--- config.mk ---
export PLATFORM = sky130hd
export DESIGN_NAME = farey_sequence_generator_core_flat
export DESIGN_NICKNAME = d
export VERILOG_FILES = /design/src/design/fsg_pkg.sv /design/src/design/fsg_if.sv /design/src/design/fsg_step_unit.sv /design/src/design/farey_sequence_generator_core.sv /design/src/flat_wrapper.sv
export SDC_FILE = /design/constraint.sdc
export NUM_CORES = 1
export LEC_CHECK = 0
export ABC_AREA = 1
export BUFFER_PORTS_ARGS = -buffer_cell sky130_fd_sc_hd__buf_4
export CELL_PAD_IN_SITES_DETAIL_PLACEMENT = 0
export CELL_PAD_IN_SITES_GLOBAL_PLACEMENT = 1
export CORE_MARGIN = 3
export CORE_UTILIZATION = 41
export DETAILED_ROUTE_END_ITERATION = 8
export GPL_TIMING_DRIVEN = 0
export PLACE_DENSITY_LB_ADDON = 0.1
export SLEW_MARGIN = 0
export SYNTH_ARGS = -nofsm -noshare
export SYNTH_HDL_FRONTEND = slang
export SYNTH_SLANG_ARGS = --single-unit
--- constraint.sdc ---
create_clock -name clk -period 3.8 [get_ports clk]
set_input_delay 0.57 -clock clk [delete_from_list [all_inputs] [get_ports clk]]
set_output_delay 0.57 -clock clk [all_outputs]
set_load 0.01 [all_outputs]
--- src/design/fsg_pkg.sv ---
`default_nettype none

package fsg_pkg;

  // Field widths.
  localparam int ORDER_BITS = 16;
  localparam int VAL_W      = 16;
  localparam int PRIME_W    = VAL_W + 1;
  localparam int SUM_W      = VAL_W + 1;
  localparam int STEP_CNT_W = $clog2(SUM_W);
  localparam int RANK_W     = 32;

  // Configuration port.
  localparam int APB_DATA_W = 32;
  localparam int APB_ADDR_W = 2;
  localparam logic [APB_ADDR_W-1:0] REG_PRIME = '0;

  localparam logic [PRIME_W-1:0] PRIME_RESET = PRIME_W'(7);

  // Largest order that the 16-bit fields and the order width allow.
  localparam logic [VAL_W-1:0] ORDER_LIMIT = (ORDER_BITS >= VAL_W) ? {VAL_W{1'b1}} :
                                             VAL_W'((64'd1 << ORDER_BITS) - 64'd1);

  typedef enum logic [1:0] {
    S_IDLE,
    S_START,
    S_RUN,
    S_WAIT
  } fsm_state_t;

  // Operands for one step of the walk.
  typedef struct packed {
    logic [PRIME_W-1:0] prime;
    logic [VAL_W-1:0]   order;
    logic [VAL_W-1:0]   cur_num;
    logic [VAL_W-1:0]   cur_den;
    logic [VAL_W-1:0]   nxt_num;
    logic [VAL_W-1:0]   nxt_den;
  } step_req_t;

  // Results of one step of the walk.
  typedef struct packed {
    logic [VAL_W-1:0] new_num;
    logic [VAL_W-1:0] new_den;
    logic [VAL_W-1:0] residue;
  } step_rsp_t;

  // Farey order for a modulus: p - 1, at least one, saturated at the limit.
  function automatic logic [VAL_W-1:0] order_of(input logic [PRIME_W-1:0] p);
    logic [PRIME_W-1:0] n;
    begin
      n = p - PRIME_W'(1);
      if (p < PRIME_W'(2)) begin
        return VAL_W'(1);
      end
      if (n > {1'b0, ORDER_LIMIT}) begin
        return ORDER_LIMIT;
      end
      return n[VAL_W-1:0];
    end
  endfunction

endpackage

`default_nettype wire

--- src/design/fsg_if.sv ---
`default_nettype none

// Input channel: one beat per step request.
interface fsg_in_if ();
  logic valid;
  logic ready;
  logic restart;

  modport source (output valid, output restart, input ready);
  modport sink (input valid, input restart, output ready);
endinterface

// Output channel: one beat per reached fraction.
interface fsg_out_if import fsg_pkg::*; ();
  logic              valid;
  logic              ready;
  logic [VAL_W-1:0]  numerator;
  logic [VAL_W-1:0]  denominator;
  logic [RANK_W-1:0] position;
  logic [VAL_W-1:0]  residue;
  logic              done_res;

  modport source (output valid, output numerator, output denominator, output position,
                  output residue, output done_res, input ready);
  modport sink (input valid, input numerator, input denominator, input position,
                input residue, input done_res, output ready);
endinterface

`default_nettype wire

--- src/design/fsg_step_unit.sv ---
`default_nettype none

// Bit-serial step unit. One bit per cycle, MSB first:
//  - restoring division k = (order + cur_den) / nxt_den, with the quotient
//    bits folded into k*nxt_num and k*nxt_den by shift and add;
//  - residue (prime * nxt_num) mod nxt_den by shift and add over the prime bits.
// Operands must stay stable from start until done.
module fsg_step_unit import fsg_pkg::*; (
  input  logic      clk,
  input  logic      rst,
  input  logic      start,
  input  step_req_t req,
  output logic      done,
  output step_rsp_t rsp
);

  localparam int RES_W = VAL_W + 2;
  localparam logic [STEP_CNT_W-1:0] STEP_LAST = STEP_CNT_W'(SUM_W - 1);

  logic                  running;
  logic [STEP_CNT_W-1:0] cnt;
  logic                  done_q;

  logic [SUM_W-1:0]   dvd;
  logic [VAL_W-1:0]   rem;
  logic [SUM_W-1:0]   acc_n;
  logic [SUM_W-1:0]   acc_d;
  logic [PRIME_W-1:0] pbits;
  logic [VAL_W-1:0]   res;
  logic [VAL_W-1:0]   ared;

  logic [SUM_W-1:0]   rtry;
  logic               qbit;
  logic [VAL_W-1:0]   rem_next;
  logic [SUM_W-1:0]   acc_n_next;
  logic [SUM_W-1:0]   acc_d_next;
  logic [RES_W-1:0]   rsum;
  logic [RES_W-1:0]   b_one;
  logic [RES_W-1:0]   b_two;
  logic [VAL_W-1:0]   res_next;
  logic [SUM_W-1:0]   rtry_sub;

  // Division step: bring down the next dividend bit and try the divisor.
  always_comb begin
    rtry     = {rem, dvd[SUM_W-1]};
    rtry_sub = rtry - {1'b0, req.nxt_den};
    qbit     = (rtry >= {1'b0, req.nxt_den});
    rem_next = qbit ? rtry_sub[VAL_W-1:0] : rtry[VAL_W-1:0];
  end

  // Products by the quotient, accumulated MSB first.
  always_comb begin
    acc_n_next = {acc_n[SUM_W-2:0], 1'b0} + (qbit ? {1'b0, req.nxt_num} : SUM_W'(0));
    acc_d_next = {acc_d[SUM_W-2:0], 1'b0} + (qbit ? {1'b0, req.nxt_den} : SUM_W'(0));
  end

  // Residue step: double, add the reduced numerator on a set prime bit, then take off b or 2b.
  always_comb begin
    b_one = {2'b00, req.nxt_den};
    b_two = {1'b0, req.nxt_den, 1'b0};
    rsum  = {1'b0, res, 1'b0} + (pbits[PRIME_W-1] ? {2'b00, ared} : RES_W'(0));
    if (rsum >= b_two) begin
      res_next = VAL_W'(rsum - b_two);
    end else if (rsum >= b_one) begin
      res_next = VAL_W'(rsum - b_one);
    end else begin
      res_next = rsum[VAL_W-1:0];
    end
  end

  // Step counter and completion pulse.
  always_ff @(posedge clk) begin
    if (rst) begin
      running <= 1'b0;
      cnt     <= '0;
      done_q  <= 1'b0;
    end else begin
      done_q <= running && (cnt == STEP_LAST);
      if (start) begin
        running <= 1'b1;
        cnt     <= '0;
      end else if (running) begin
        cnt <= cnt + STEP_CNT_W'(1);
        if (cnt == STEP_LAST) begin
          running <= 1'b0;
        end
      end
    end
  end

  // Shift registers and accumulators.
  always_ff @(posedge clk) begin
    if (start) begin
      dvd   <= {1'b0, req.order} + {1'b0, req.cur_den};
      rem   <= '0;
      acc_n <= '0;
      acc_d <= '0;
      pbits <= req.prime;
      res   <= '0;
      ared  <= (req.nxt_num >= req.nxt_den) ? (req.nxt_num - req.nxt_den) : req.nxt_num;
    end else if (running) begin
      dvd   <= {dvd[SUM_W-2:0], 1'b0};
      rem   <= rem_next;
      acc_n <= acc_n_next;
      acc_d <= acc_d_next;
      pbits <= {pbits[PRIME_W-2:0], 1'b0};
      res   <= res_next;
    end
  end

  // Next fraction is k*c - a over k*d - b.
  always_comb begin
    rsp.new_num = VAL_W'(acc_n - {1'b0, req.cur_num});
    rsp.new_den = VAL_W'(acc_d - {1'b0, req.cur_den});
    rsp.residue = res;
  end

  assign done = done_q;

endmodule

`default_nettype wire

--- src/design/farey_sequence_generator_core.sv ---
// A new item is accepted only after the result of the previous one has been loaded.
// The bit-serial divider and residue loop in the step unit take one cycle per bit of
// the 17-bit dividend and modulus.
// A waiting result sits in an output register while the next item is accepted.
// Reset (synchronous, active high): modulus 7, walk at 0/1 with rank zero,
// output register empty.
`default_nettype none

module farey_sequence_generator_core import fsg_pkg::*; (
  input  logic                  clk,
  input  logic                  rst,
  fsg_in_if.sink                items,
  fsg_out_if.source             results,
  input  logic                  psel,
  input  logic                  penable,
  input  logic                  pwrite,
  input  logic [APB_ADDR_W-1:0] paddr,
  input  logic [APB_DATA_W-1:0] pwdata,
  output logic [APB_DATA_W-1:0] prdata,
  output logic                  pready
);

  fsm_state_t state;
  fsm_state_t state_next;

  logic [PRIME_W-1:0] prime;
  logic [VAL_W-1:0]   order;
  logic [VAL_W-1:0]   cur_num;
  logic [VAL_W-1:0]   cur_den;
  logic [VAL_W-1:0]   nxt_num;
  logic [VAL_W-1:0]   nxt_den;
  logic [RANK_W-1:0]  rank;
  logic               finished;

  logic              out_valid;
  logic [VAL_W-1:0]  out_num;
  logic [VAL_W-1:0]  out_den;
  logic [RANK_W-1:0] out_pos;
  logic [VAL_W-1:0]  out_res;
  logic              out_done;

  logic      in_accept;
  logic      cfg_wr;
  logic      walk_restart;
  logic      unit_start;
  logic      unit_done;
  logic      can_load;
  logic      load;
  logic      reach_one;
  step_req_t step_req;
  step_rsp_t step_rsp;

  // Handshake and decode.
  assign in_accept    = items.valid && items.ready;
  assign cfg_wr       = psel && penable && pwrite && pready && (paddr == REG_PRIME);
  assign walk_restart = items.restart || finished || (cur_den == '0) || (nxt_den == '0);
  assign can_load     = !out_valid || results.ready;
  assign reach_one    = (nxt_num == VAL_W'(1)) && (nxt_den == VAL_W'(1));

  // Configuration reads.
  assign pready = 1'b1;
  assign prdata = (paddr == REG_PRIME) ? APB_DATA_W'(prime) : '0;

  // Next state.
  always_comb begin
    state_next = state;
    unique case (state)
      S_IDLE:  if (in_accept) state_next = S_START;
      S_START: state_next = S_RUN;
      S_RUN: begin
        if (unit_done) begin
          state_next = can_load ? S_IDLE : S_WAIT;
        end
      end
      S_WAIT:  if (can_load) state_next = S_IDLE;
      default: state_next = S_IDLE;
    endcase
  end

  // Control outputs.
  always_comb begin
    items.ready = 1'b0;
    unit_start  = 1'b0;
    load        = 1'b0;
    unique case (state)
      S_IDLE:  items.ready = 1'b1;
      S_START: unit_start = 1'b1;
      S_RUN:   load = unit_done && can_load;
      S_WAIT:  load = can_load;
      default: ;
    endcase
  end

  always_ff @(posedge clk) begin
    if (rst) begin
      state <= S_IDLE;
    end else begin
      state <= state_next;
    end
  end

  // Walk state: configuration restart, item restart, then the advance on load.
  always_ff @(posedge clk) begin
    if (rst) begin
      prime    <= PRIME_RESET;
      order    <= order_of(PRIME_RESET);
      cur_num  <= '0;
      cur_den  <= VAL_W'(1);
      nxt_num  <= VAL_W'(1);
      nxt_den  <= order_of(PRIME_RESET);
      rank     <= '0;
      finished <= 1'b0;
    end else if (cfg_wr) begin
      prime    <= pwdata[PRIME_W-1:0];
      order    <= order_of(pwdata[PRIME_W-1:0]);
      cur_num  <= '0;
      cur_den  <= VAL_W'(1);
      nxt_num  <= VAL_W'(1);
      nxt_den  <= order_of(pwdata[PRIME_W-1:0]);
      rank     <= '0;
      finished <= 1'b0;
    end else if (in_accept && walk_restart) begin
      cur_num  <= '0;
      cur_den  <= VAL_W'(1);
      nxt_num  <= VAL_W'(1);
      nxt_den  <= order;
      rank     <= '0;
      finished <= 1'b0;
    end else if (load) begin
      cur_num  <= nxt_num;
      cur_den  <= nxt_den;
      nxt_num  <= step_rsp.new_num;
      nxt_den  <= step_rsp.new_den;
      rank     <= rank + RANK_W'(1);
      finished <= reach_one;
    end
  end

  // Step unit works on the held walk state.
  always_comb begin
    step_req.prime   = prime;
    step_req.order   = order;
    step_req.cur_num = cur_num;
    step_req.cur_den = cur_den;
    step_req.nxt_num = nxt_num;
    step_req.nxt_den = nxt_den;
  end

  fsg_step_unit u_step (
    .clk   (clk),
    .rst   (rst),
    .start (unit_start),
    .req   (step_req),
    .done  (unit_done),
    .rsp   (step_rsp)
  );

  // Output register.
  always_ff @(posedge clk) begin
    if (rst) begin
      out_valid <= 1'b0;
    end else if (load) begin
      out_valid <= 1'b1;
    end else if (results.ready) begin
      out_valid <= 1'b0;
    end
  end

  always_ff @(posedge clk) begin
    if (load) begin
      out_num  <= nxt_num;
      out_den  <= nxt_den;
      out_pos  <= rank + RANK_W'(1);
      out_res  <= step_rsp.residue;
      out_done <= reach_one;
    end
  end

  assign results.valid       = out_valid;
  assign results.numerator   = out_num;
  assign results.denominator = out_den;
  assign results.position    = out_pos;
  assign results.residue     = out_res;
  assign results.done_res    = out_done;

  // A modulus write puts the walk back at 0/1 with rank zero.
  a_cfg_restart: assert property (@(posedge clk) disable iff (rst)
    cfg_wr |=> (rank == '0 && cur_num == '0 && cur_den == VAL_W'(1) && !finished))
    else $error("walk not restarted after modulus write");

  // The step unit finishes only while the controller waits for it.
  a_done_in_run: assert property (@(posedge clk) disable iff (rst)
    unit_done |-> (state == S_RUN))
    else $error("step unit finished outside of a run");

  // The step unit is started only right after an accepted item.
  a_start_after_accept: assert property (@(posedge clk) disable iff (rst)
    unit_start |-> $past(in_accept))
    else $error("step unit started without an accepted item");

  // Reaching 1/1 flags the result and arms the restart for the next item.
  a_done_flag: assert property (@(posedge clk) disable iff (rst)
    (load && reach_one) |=> (finished && results.done_res))
    else $error("reaching 1/1 not flagged");

endmodule

`default_nettype wire

--- src/flat_wrapper.sv ---
// flat-port wrapper written by rule: the top's interface ports become plain ports
module farey_sequence_generator_core_flat import fsg_pkg::*;
  (clk, rst, psel, penable, pwrite, paddr, pwdata, prdata, pready, items_valid, items_restart, items_ready, results_valid, results_numerator, results_denominator, results_position, results_residue, results_done_res, results_ready);
  fsg_in_if items_i ();
  fsg_out_if results_i ();
  input  logic clk;
  input  logic rst;
  input  logic psel;
  input  logic penable;
  input  logic pwrite;
  input  logic [APB_ADDR_W-1:0] paddr;
  input  logic [APB_DATA_W-1:0] pwdata;
  output logic [APB_DATA_W-1:0] prdata;
  output logic pready;
  input wire logic [$bits(items_i.valid)-1:0] items_valid;
  input wire logic [$bits(items_i.restart)-1:0] items_restart;
  output wire logic [$bits(items_i.ready)-1:0] items_ready;
  output wire logic [$bits(results_i.valid)-1:0] results_valid;
  output wire logic [$bits(results_i.numerator)-1:0] results_numerator;
  output wire logic [$bits(results_i.denominator)-1:0] results_denominator;
  output wire logic [$bits(results_i.position)-1:0] results_position;
  output wire logic [$bits(results_i.residue)-1:0] results_residue;
  output wire logic [$bits(results_i.done_res)-1:0] results_done_res;
  input wire logic [$bits(results_i.ready)-1:0] results_ready;
  assign items_i.valid = items_valid;
  assign items_i.restart = items_restart;
  assign items_ready = items_i.ready;
  assign results_valid = results_i.valid;
  assign results_numerator = results_i.numerator;
  assign results_denominator = results_i.denominator;
  assign results_position = results_i.position;
  assign results_residue = results_i.residue;
  assign results_done_res = results_i.done_res;
  assign results_i.ready = results_ready;
  farey_sequence_generator_core u_core (.clk(clk), .rst(rst), .items(items_i), .results(results_i), .psel(psel), .penable(penable), .pwrite(pwrite), .paddr(paddr), .pwdata(pwdata), .prdata(prdata), .pready(pready));
endmodule
After elaboration in Yosys (flattened, before gate mapping) --
Cells that the tools add are included.
Operators by class: $add $sub $neg 13, $lt $le $gt $ge 6, equal/unequal tests 9, multiplexer cells 39, reductions and logical operators 23
Operators by type and width (count):
- $mux W16 | 14
- $sub A16 B16 Y16 | 6
- $mux W17 | 5
- $add A16 B16 Y16 | 2
- $add A32 B1 Y32 const B | 1
- $eq A16 B1 Y1 const B | 2
- $logic_not A16 Y1 | 2
- $add A17 B16 Y18 | 1
- $ge A18 B16 Y1 | 1
- $ge A18 B17 Y1 | 1
- $add A16 B16 Y17 | 1
- $ge A17 B16 Y1 | 1
- $gt A17 B16 Y1 const B | 1
- $lt A17 B2 Y1 const B | 1
- $sub A17 B1 Y17 const B | 1
- $ge A16 B16 Y1 | 1
- $mux W1 | 14
- $logic_and A1 B1 Y1 | 8
- $mux W2 | 4
- $pmux W2 S4 | 1
- $add A5 B1 Y5 const B | 1
- $eq A5 B5 Y1 const B | 1
- $eq A2 B2 Y1 const B | 2
- $logic_not A2 Y1 | 2
- 11 further kinds | 16
Word-level totals: register bits after elaboration 335, output and inout port bits 116, logic and storage cells 115

Depth between registers and ports, before layout --
Gate-level depths: netlist of the first run.
depth in word-level cells 11, gate-level depth with buffers 30, mapped depth without buffers 29

Hierarchy --
From an unflattened synthesis of the first run, not the netlist that was laid out.
Second synthesis, totals: cells, all modules 3003, area, all modules 22106.2 µm²
Modules (own cells, without submodules):
- fsg_step_unit | instances 1, cells an instance 1888, area each 12658.4 µm², seq. area each 2922.8 µm²
- farey_sequence_generator_core | instances 1, cells an instance 1115, area each 9447.8 µm², seq. area each 5094.9 µm²

Worst setup path before layout of the first run --
OpenSTA, ideal clock, no wires.
path kind in2reg, start point in results_ready, end point reg u_core.out_den[0] (netlist: u_core.results.denominator[0]), enable pin, library setup time 0.478 ns, arrival 3.498 ns, slack -0.175 ns, stages 6, buffers on the path 2, cells stage by stage inv_1 nand2_1 nand2_1 inv_1 clkbuf_1 buf_1
On the way: longest elaborated chain between the ends 3
Ends and longest elaborated chain:
- start, declared | RTL line flat_wrapper.sv:24 | input wire logic [$bits(results_i.ready)-1:0] results_ready;
- $logic_or A1 B1 Y1 * | RTL line farey_sequence_generator_core.sv:57 | assign can_load = !out_valid || results.ready;
- $logic_and A1 B1 Y1 | RTL line farey_sequence_generator_core.sv:88 | S_RUN: load = unit_done && can_load;
- $pmux W1 S2 * | RTL line farey_sequence_generator_core.sv:85 | unique case (state)
- net u_core.load | RTL line farey_sequence_generator_core.sv:48 | logic load;
- end signal, assigned | RTL line farey_sequence_generator_core.sv:172 | out_den <= nxt_den;
- end, declared | RTL line farey_sequence_generator_core.sv:37 | logic [VAL_W-1:0] out_den;
Mark *: on every way through the listed nets, which the timed path passes. The rest lies on a longest branch. A chain may end at the register's enable or synchronous reset.

Worst setup path in the final report of the first run --
start point reg u_core.u_step.pbits[16], end point reg u_core.u_step.res[11]
On the way: longest elaborated chain between the ends 5, elaborated cells on any way between the ends 8, classes of those cells 3 x add/sub; 2 x order compare; 3 x mux
Ends and longest elaborated chain:
- start, declared | RTL line fsg_step_unit.sv:28 | logic [PRIME_W-1:0] pbits;
- start signal, assigned | RTL line fsg_step_unit.sv:98 | pbits <= req.prime;
- start signal, assigned | RTL line fsg_step_unit.sv:106 | pbits <= {pbits[PRIME_W-2:0], 1'b0};
- $mux W16 * | RTL line fsg_step_unit.sv:61 | rsum = {1'b0, res, 1'b0} + (pbits[PRIME_W-1] ? {2'b00, ared} : RES_W'(0));
- $add A17 B16 Y18 * | RTL line fsg_step_unit.sv:61
- $sub A16 B16 Y16 / $ge A18 B16 Y1 (equally long branches) | RTL line fsg_step_unit.sv:65, fsg_step_unit.sv:64
- $mux W16 | RTL line fsg_step_unit.sv:64 | end else if (rsum >= b_one) begin
- $mux W16 * | RTL line fsg_step_unit.sv:62 | if (rsum >= b_two) begin
- end signal, assigned | RTL line fsg_step_unit.sv:107 | res <= res_next;
- end, declared | RTL line fsg_step_unit.sv:29 | logic [VAL_W-1:0] res;
Mark *: on every way between the ends. The rest lies on a longest branch, timed or not.

==> impl_metrics.json, run 1 <==
{
  "status": "finished with violations",
  "failed_checks": "negative setup slack",
  "area.growth.synth_to_final_pct": 26.5,
  "path_class": "reg -> reg",
  "slew_viol_final": 0,
  "holdPathStages": 3,
  "post-place-ws_ps": -1640,
  "cts_made_buffers": 39,
  "critical_path_required_ps": 4260,
  "rows": 83,
  "hold_start": "pwdata[2]",
  "die_x_um": 235,
  "final-setup-viol-count": 16,
  "netlist_area_um2": 21500,
  "peakVddDrop_v": 0.000508,
  "grt_pass1_wl_um": 117000,
  "dpl-instance-area_um2": 23400,
  "multi_input_area_um2": 13300,
  "antenna_found_initial": 0,
  "crit_slowest_cell": "edfxtp_1",
  "whs_endpoint": "u_core.prime[2]",
  "vias_per_cell": 5.36,
  "fillers": 4998,
  "htree_levels": 2,
  "drc": 0,
  "r2r_end": "u_core.u_step.res[11]",
  "hold_ws_ps": 282,
  "hpwl_um": 57600,
  "port_buffers": 126,
  "seq_area_frac_synth": 0.373,
  "maxSlewHeadroom": 0.245,
  "drv_cap": 0,
  "powerDensity_nw_per_um2": 865,
  "end_kind": "flop",
  "dp_cells": 3699,
  "ios": 158,
  "num_antenna_cells": 0,
  "cp_slowest_stage_delay_ps": 540,
  "fin_area_um2": 27200,
  "fin_tns_setup_ps": -2100,
  "r2r_setup_slack_ps": -170,
  "grt.total_usage": 0.272,
  "cts_tree": "yes",
  "layout_commonest_cell": "nand2_1",
  "hold_class": "in -> reg",
  "cts_hold_buf": 0,
  "wl_per_cell_um": 20.4,
  "synth_area_leader_cell": "dfxtp_1",
  "cp_top_family": "simple AND/OR/NAND/NOR gates",
  "die_h_um": 235,
  "route.vias.total": 20800,
  "drt-total-wl_um": 79000,
  "timing.fmax_mhz": 252,
  "grt_pass1_vias": 19700,
  "layout_common_cells": "633 x nand2_1, 288 x inv_1, 234 x a21oi_1",
  "synth_cell_types": 56,
  "postSynthAreaPerCell_um2": 7.48,
  "grt_max_degree": 56,
  "drive_gt1_frac": 0.209,
  "fin_worst_skew_ps": 16.6,
  "drtIter0Drc": 1454,
  "crit_buf_inv": 8,
  "cts_buffer_depth": 3,
  "finalCritPeriodShare": 1.05,
  "synth.area.top_cells": "dfxtp_1 19%, edfxtp_1 18%, nand2_1 12%",
  "worstPathMaxFanout": 10,
  "start_util": 0.417,
  "min_period_ps": 3970,
  "ys_ff_latch": 335,
  "drtAntennaViolNets": 0,
  "hold_viol": 0,
  "root_buffer": "clkbuf_16",
  "gp_congestion": 0.920,
  "netlist_instances": 2878,
  "nets": 3373,
  "die_area_um2": 55300,
  "seq_area_um2": 8060,
  "instances_no_fill": 3873,
  "rsz0062_at_grt": "true",
  "cts.sinks": 335,
  "cp.arrival_ps": 4430,
  "dr.pass1.iters": 6,
  "rr_startpoint": "u_core.u_step.pbits[16]",
  "synth_top_area_frac": 0.190,
  "core_um2": 51600,
  "clk_pin_slew_ps": 60,
  "grt_overflow": 0,
  "yosys_most_used_dff": "dfxtp_1",
  "startpoint_type": "flop",
  "async_reset_ff_frac": 0,
  "r2r_cells": 29,
  "leakagePower_nw": 11.8,
  "synth_edf_count": 131,
  "tightest_slew_ps": 1120,
  "yosys_warnings": 0,
  "clk_latency_ps": 580,
  "fin_ws_ps": -174
}
-- state kept, by name, summed over array words and instances, names as in the netlist, 17 cells and up --
name and cells:
u_core.results.position 32, u_core.prime 17, u_core.u_step.dvd 17, u_core.u_step.pbits 17, u_core.rank 32
-- layout make-up --
class | count | share of cell area
buffer | 95 | 0.0191
clock buffer | 46 | 0.0375
clock inverter | 25 | 0.0108
inverter | 326 | 0.0476
multi-input combinational | 2136 | 0.489
sequential | 335 | 0.296
tap | 680 | 0.0313
timing repair buffer | 230 | 0.0681
-- worst max path at each step --
stage                                 start                         to  cells past startpoint
CTS                 u_core.u_step.pbits[16]      u_core.u_step.res[14]                     28
detailed placement        u_core.nxt_den[1]    u_core.u_step.acc_n[15]                     25
global placement              results_ready  u_core.results.residue[0]                      7
global route        u_core.u_step.pbits[16]      u_core.u_step.res[14]                     29
floorplan                 u_core.nxt_den[1]    u_core.u_step.acc_n[15]                     25
finish              u_core.u_step.pbits[16]      u_core.u_step.res[11]                     29
-- worst min-delay path, cell delays in order --
cell,delay (ps)
buf_4,110
nand2_1,50
o211ai_1,70
-- metal layers --
metal / global-route usage / routed length [um] / up-vias
li1: - / - / 10200
met1: 0.357 / 34500 / 9841
met2: 0.456 / 37000 / 624
met3: 0.0333 / 4140 / 161
met4: 0.108 / 3320 / 0
met5: 0 / 0 / -
-- through the flow --
step / total power (W) / util
5_1_grt: 0.0251 / 0.527
3_5_place_dp: 0.0152 / 0.453
2_1_floorplan: 0.0122 / -
6_report: 0.0236 / 0.527
4_1_cts: 0.0217 / 0.511
3_3_place_gp: 0.0152 / 0.453
-- cells in the mapped netlist, types with 8 or more instances --
cell type and count:
nor3_1 28, xnor2_1 39, o211ai_1 12, fa_1 10, inv_1 320, clkbuf_1 59, o21ai_2 9, o21ai_0 212
o21bai_1 12, ha_1 158, nand2_1 712, nand2_2 9, nand4_1 36, edfxtp_1 131, nor4_1 15, nor2_2 8
xor2_1 83, dfxtp_1 204, a211oi_1 14, buf_2 12, a21boi_0 8, a21oi_1 283, buf_4 17, nand3_1 122
nor2_1 235, or2_2 18, a31oi_1 18, a21o_1 20
-- report_power, final --
part	total, W	internal [W]	leakage, nW	switching, W
sequential	0.00484	0.00432	2.89	0.000519
combinational	0.0148	0.00601	8.27	0.00878
clock	0.00393	0.00229	0.636	0.00164
total	0.0236	0.0126	11.8	0.0109
-- kinds of logic after synthesis --
group / Yosys count / share of synthesized area
xor gates and xnor gates: 124 / 0.0512
buffers and inverters: 421 / 0.0782
adders and majority gates: 168 / 0.101
and+or+nand+nor: 1210 / 0.238
DFF: 335 / 0.373
AOI/OAI and AO/OA: 618 / 0.158
other: 2 / 0.000349
-- repair_timing --
item                                   in CTS  in global routing
setup endpoints to repair                  46                 30
pin swaps                                  53                115
endpoints found under the hold margin       0                  0
gates cloned                                4                  0
gates resized for setup                   239                166
setup buffers                              64                 35
Note: power is estimated with default switching activity, not from simulation.
==> run 2: changes to the inputs <==
SKIP_LAST_GASP = 1   (was not set)
==> impl_metrics.json, run 2 (synthesis gave the netlist of run 1 again) <==
{
  "fin_ws_ps": -222,
  "nets": 3375,
  "fin_worst_skew_ps": 19.0,
  "clk_latency_ps": 580,
  "antenna_found_initial": 0,
  "die_area_um2": 55300,
  "failed_checks": "negative setup slack",
  "hold_start": "pwdata[2]",
  "die_x_um": 235,
  "finalCritPeriodShare": 1.06,
  "grt_pass1_vias": 19700,
  "r2r_setup_slack_ps": -220,
  "cp.arrival_ps": 4470,
  "worstPathMaxFanout": 10,
  "drc": 0,
  "critical_path_required_ps": 4250,
  "cts_buffer_depth": 3,
  "root_buffer": "clkbuf_16",
  "slew_viol_final": 0,
  "ios": 158,
  "cts_tree": "yes",
  "rr_startpoint": "u_core.u_step.pbits[16]",
  "cts_made_buffers": 39,
  "hold_ws_ps": 277,
  "peakVddDrop_v": 0.000505,
  "post-place-ws_ps": -1640,
  "gp_congestion": 0.920,
  "final-setup-viol-count": 16,
  "crit_slowest_cell": "edfxtp_1",
  "dr.pass1.iters": 5,
  "core_um2": 51600,
  "area.growth.synth_to_final_pct": 26.5,
  "rsz0062_at_grt": "true",
  "clk_pin_slew_ps": 60,
  "hold_class": "in -> reg",
  "min_period_ps": 4020,
  "holdPathStages": 3,
  "rows": 83,
  "startpoint_type": "flop",
  "status": "finished with violations",
  "r2r_cells": 27,
  "num_antenna_cells": 0,
  "grt_overflow": 0,
  "wl_per_cell_um": 20.3,
  "route.vias.total": 20700,
  "multi_input_area_um2": 13300,
  "critPathMostFrequentCell": "nand2_2",
  "whs_endpoint": "u_core.prime[2]",
  "hold_viol": 0,
  "timing.fmax_mhz": 249,
  "maxSlewHeadroom": 0.221,
  "end_kind": "flop",
  "start_util": 0.417,
  "leakagePower_nw": 11.8,
  "grt.total_usage": 0.272,
  "crit_path_start": "u_core.u_step.pbits[16]",
  "drv_cap": 0,
  "tightest_slew_ps": 1160,
  "powerDensity_nw_per_um2": 865,
  "die_h_um": 235,
  "drtAntennaViolNets": 0,
  "drive_gt1_frac": 0.210,
  "cp_slowest_stage_delay_ps": 560,
  "hpwl_um": 57600,
  "drtIter0Drc": 1541,
  "layout_common_cells": "632 x nand2_1, 289 x inv_1, 233 x buf_4, 233 x a21oi_1, 227 x nor2_1",
  "cts.sinks": 335,
  "grt_pass1_wl_um": 117000,
  "drt-total-wl_um": 78800,
  "layout_commonest_cell": "nand2_1",
  "vias_per_cell": 5.34,
  "fillers": 4986,
  "port_buffers": 126,
  "path_class": "reg -> reg",
  "r2r_end": "u_core.u_step.res[7]",
  "grt_max_degree": 56,
  "htree_levels": 2,
  "seq_area_um2": 8060
}
[run 2: changes by cell type in the layout (fill, tap and decap cells not counted), moves of 2 or more]
cell / before / now
nand3_2: 13 / 15
nand3_1: 113 / 111
buf_6: 18 / 16
ha_2: 1 / 3
buf_4: 229 / 233
[run 2: power by group]
group          internal, W  total (W)  leakage (nW)  switching, W
combinational      0.00601     0.0148          8.28       0.00875
sequential         0.00432    0.00484          2.89      0.000519
clock              0.00229    0.00393         0.636       0.00164
[run 2: final cells by class]
class	count	area share
sequential	335	0.296
timing repair buffer	232	0.0686
tap	680	0.0313
clock buffer	46	0.0376
inverter	326	0.0475
buffer	95	0.0188
clock inverter	25	0.0108
multi-input combinational	2136	0.489
[run 2: per-layer routing]
metal / share of wire / vias to the layer above / wire (um) / GRT usage
met3: 0.052 / 165 / 4120 / 0.0330
met2: 0.47 / 609 / 37000 / 0.456
met1: 0.44 / 9739 / 34300 / 0.357
li1: - / 10200 / - / -
met5: 0 / - / 0 / 0
met4: 0.042 / 0 / 3300 / 0.108
[run 2: worst max path at each step]
stage / to / slack [ps]
2_1_floorplan: u_core.u_step.acc_n[15] / 60
3_3_place_gp: u_core.results.residue[0] / -1760
3_5_place_dp: u_core.u_step.acc_n[15] / -1640
4_1_cts: u_core.u_step.res[14] / -210
5_1_grt: u_core.u_step.res[14] / -350
6_report: u_core.u_step.res[7] / -220
[run 2: timing repair]
item / in CTS / in global routing
pin swaps: 53 / 115
hold endpoints to repair: 0 / 0
endpoints found under the setup margin: 46 / 32
gates cloned: 4 / 0
resized for setup: 236 / 162
buffers inserted: 64 / 37
hold buffers: 0 / 0
[run 2: critical path, delay by kind of cell (launching register included)]
family	cells	cell delay, ps
and+or+nand+nor	12	1080
buffers and inverters	8	870
adders and majority gates	2	620
DFF	1	560
AOI/OAI and AO/OA	4	470
xor gates and xnor gates	1	290
[run 2: metrics by stage]
stage          total power, W  instances  TNS (ps)  cell area [um^2]  utilization
2_1_floorplan          0.0122       2892         0             21600            -
6_report               0.0235       3875     -2740             27200        0.527
3_5_place_dp           0.0152       3699    -48680             23400        0.453
3_3_place_gp           0.0152       3698   -204510             23400        0.453
4_1_cts                0.0217       3838     -2590             26400        0.511
5_1_grt                0.0251       3875     -5040             27200        0.527
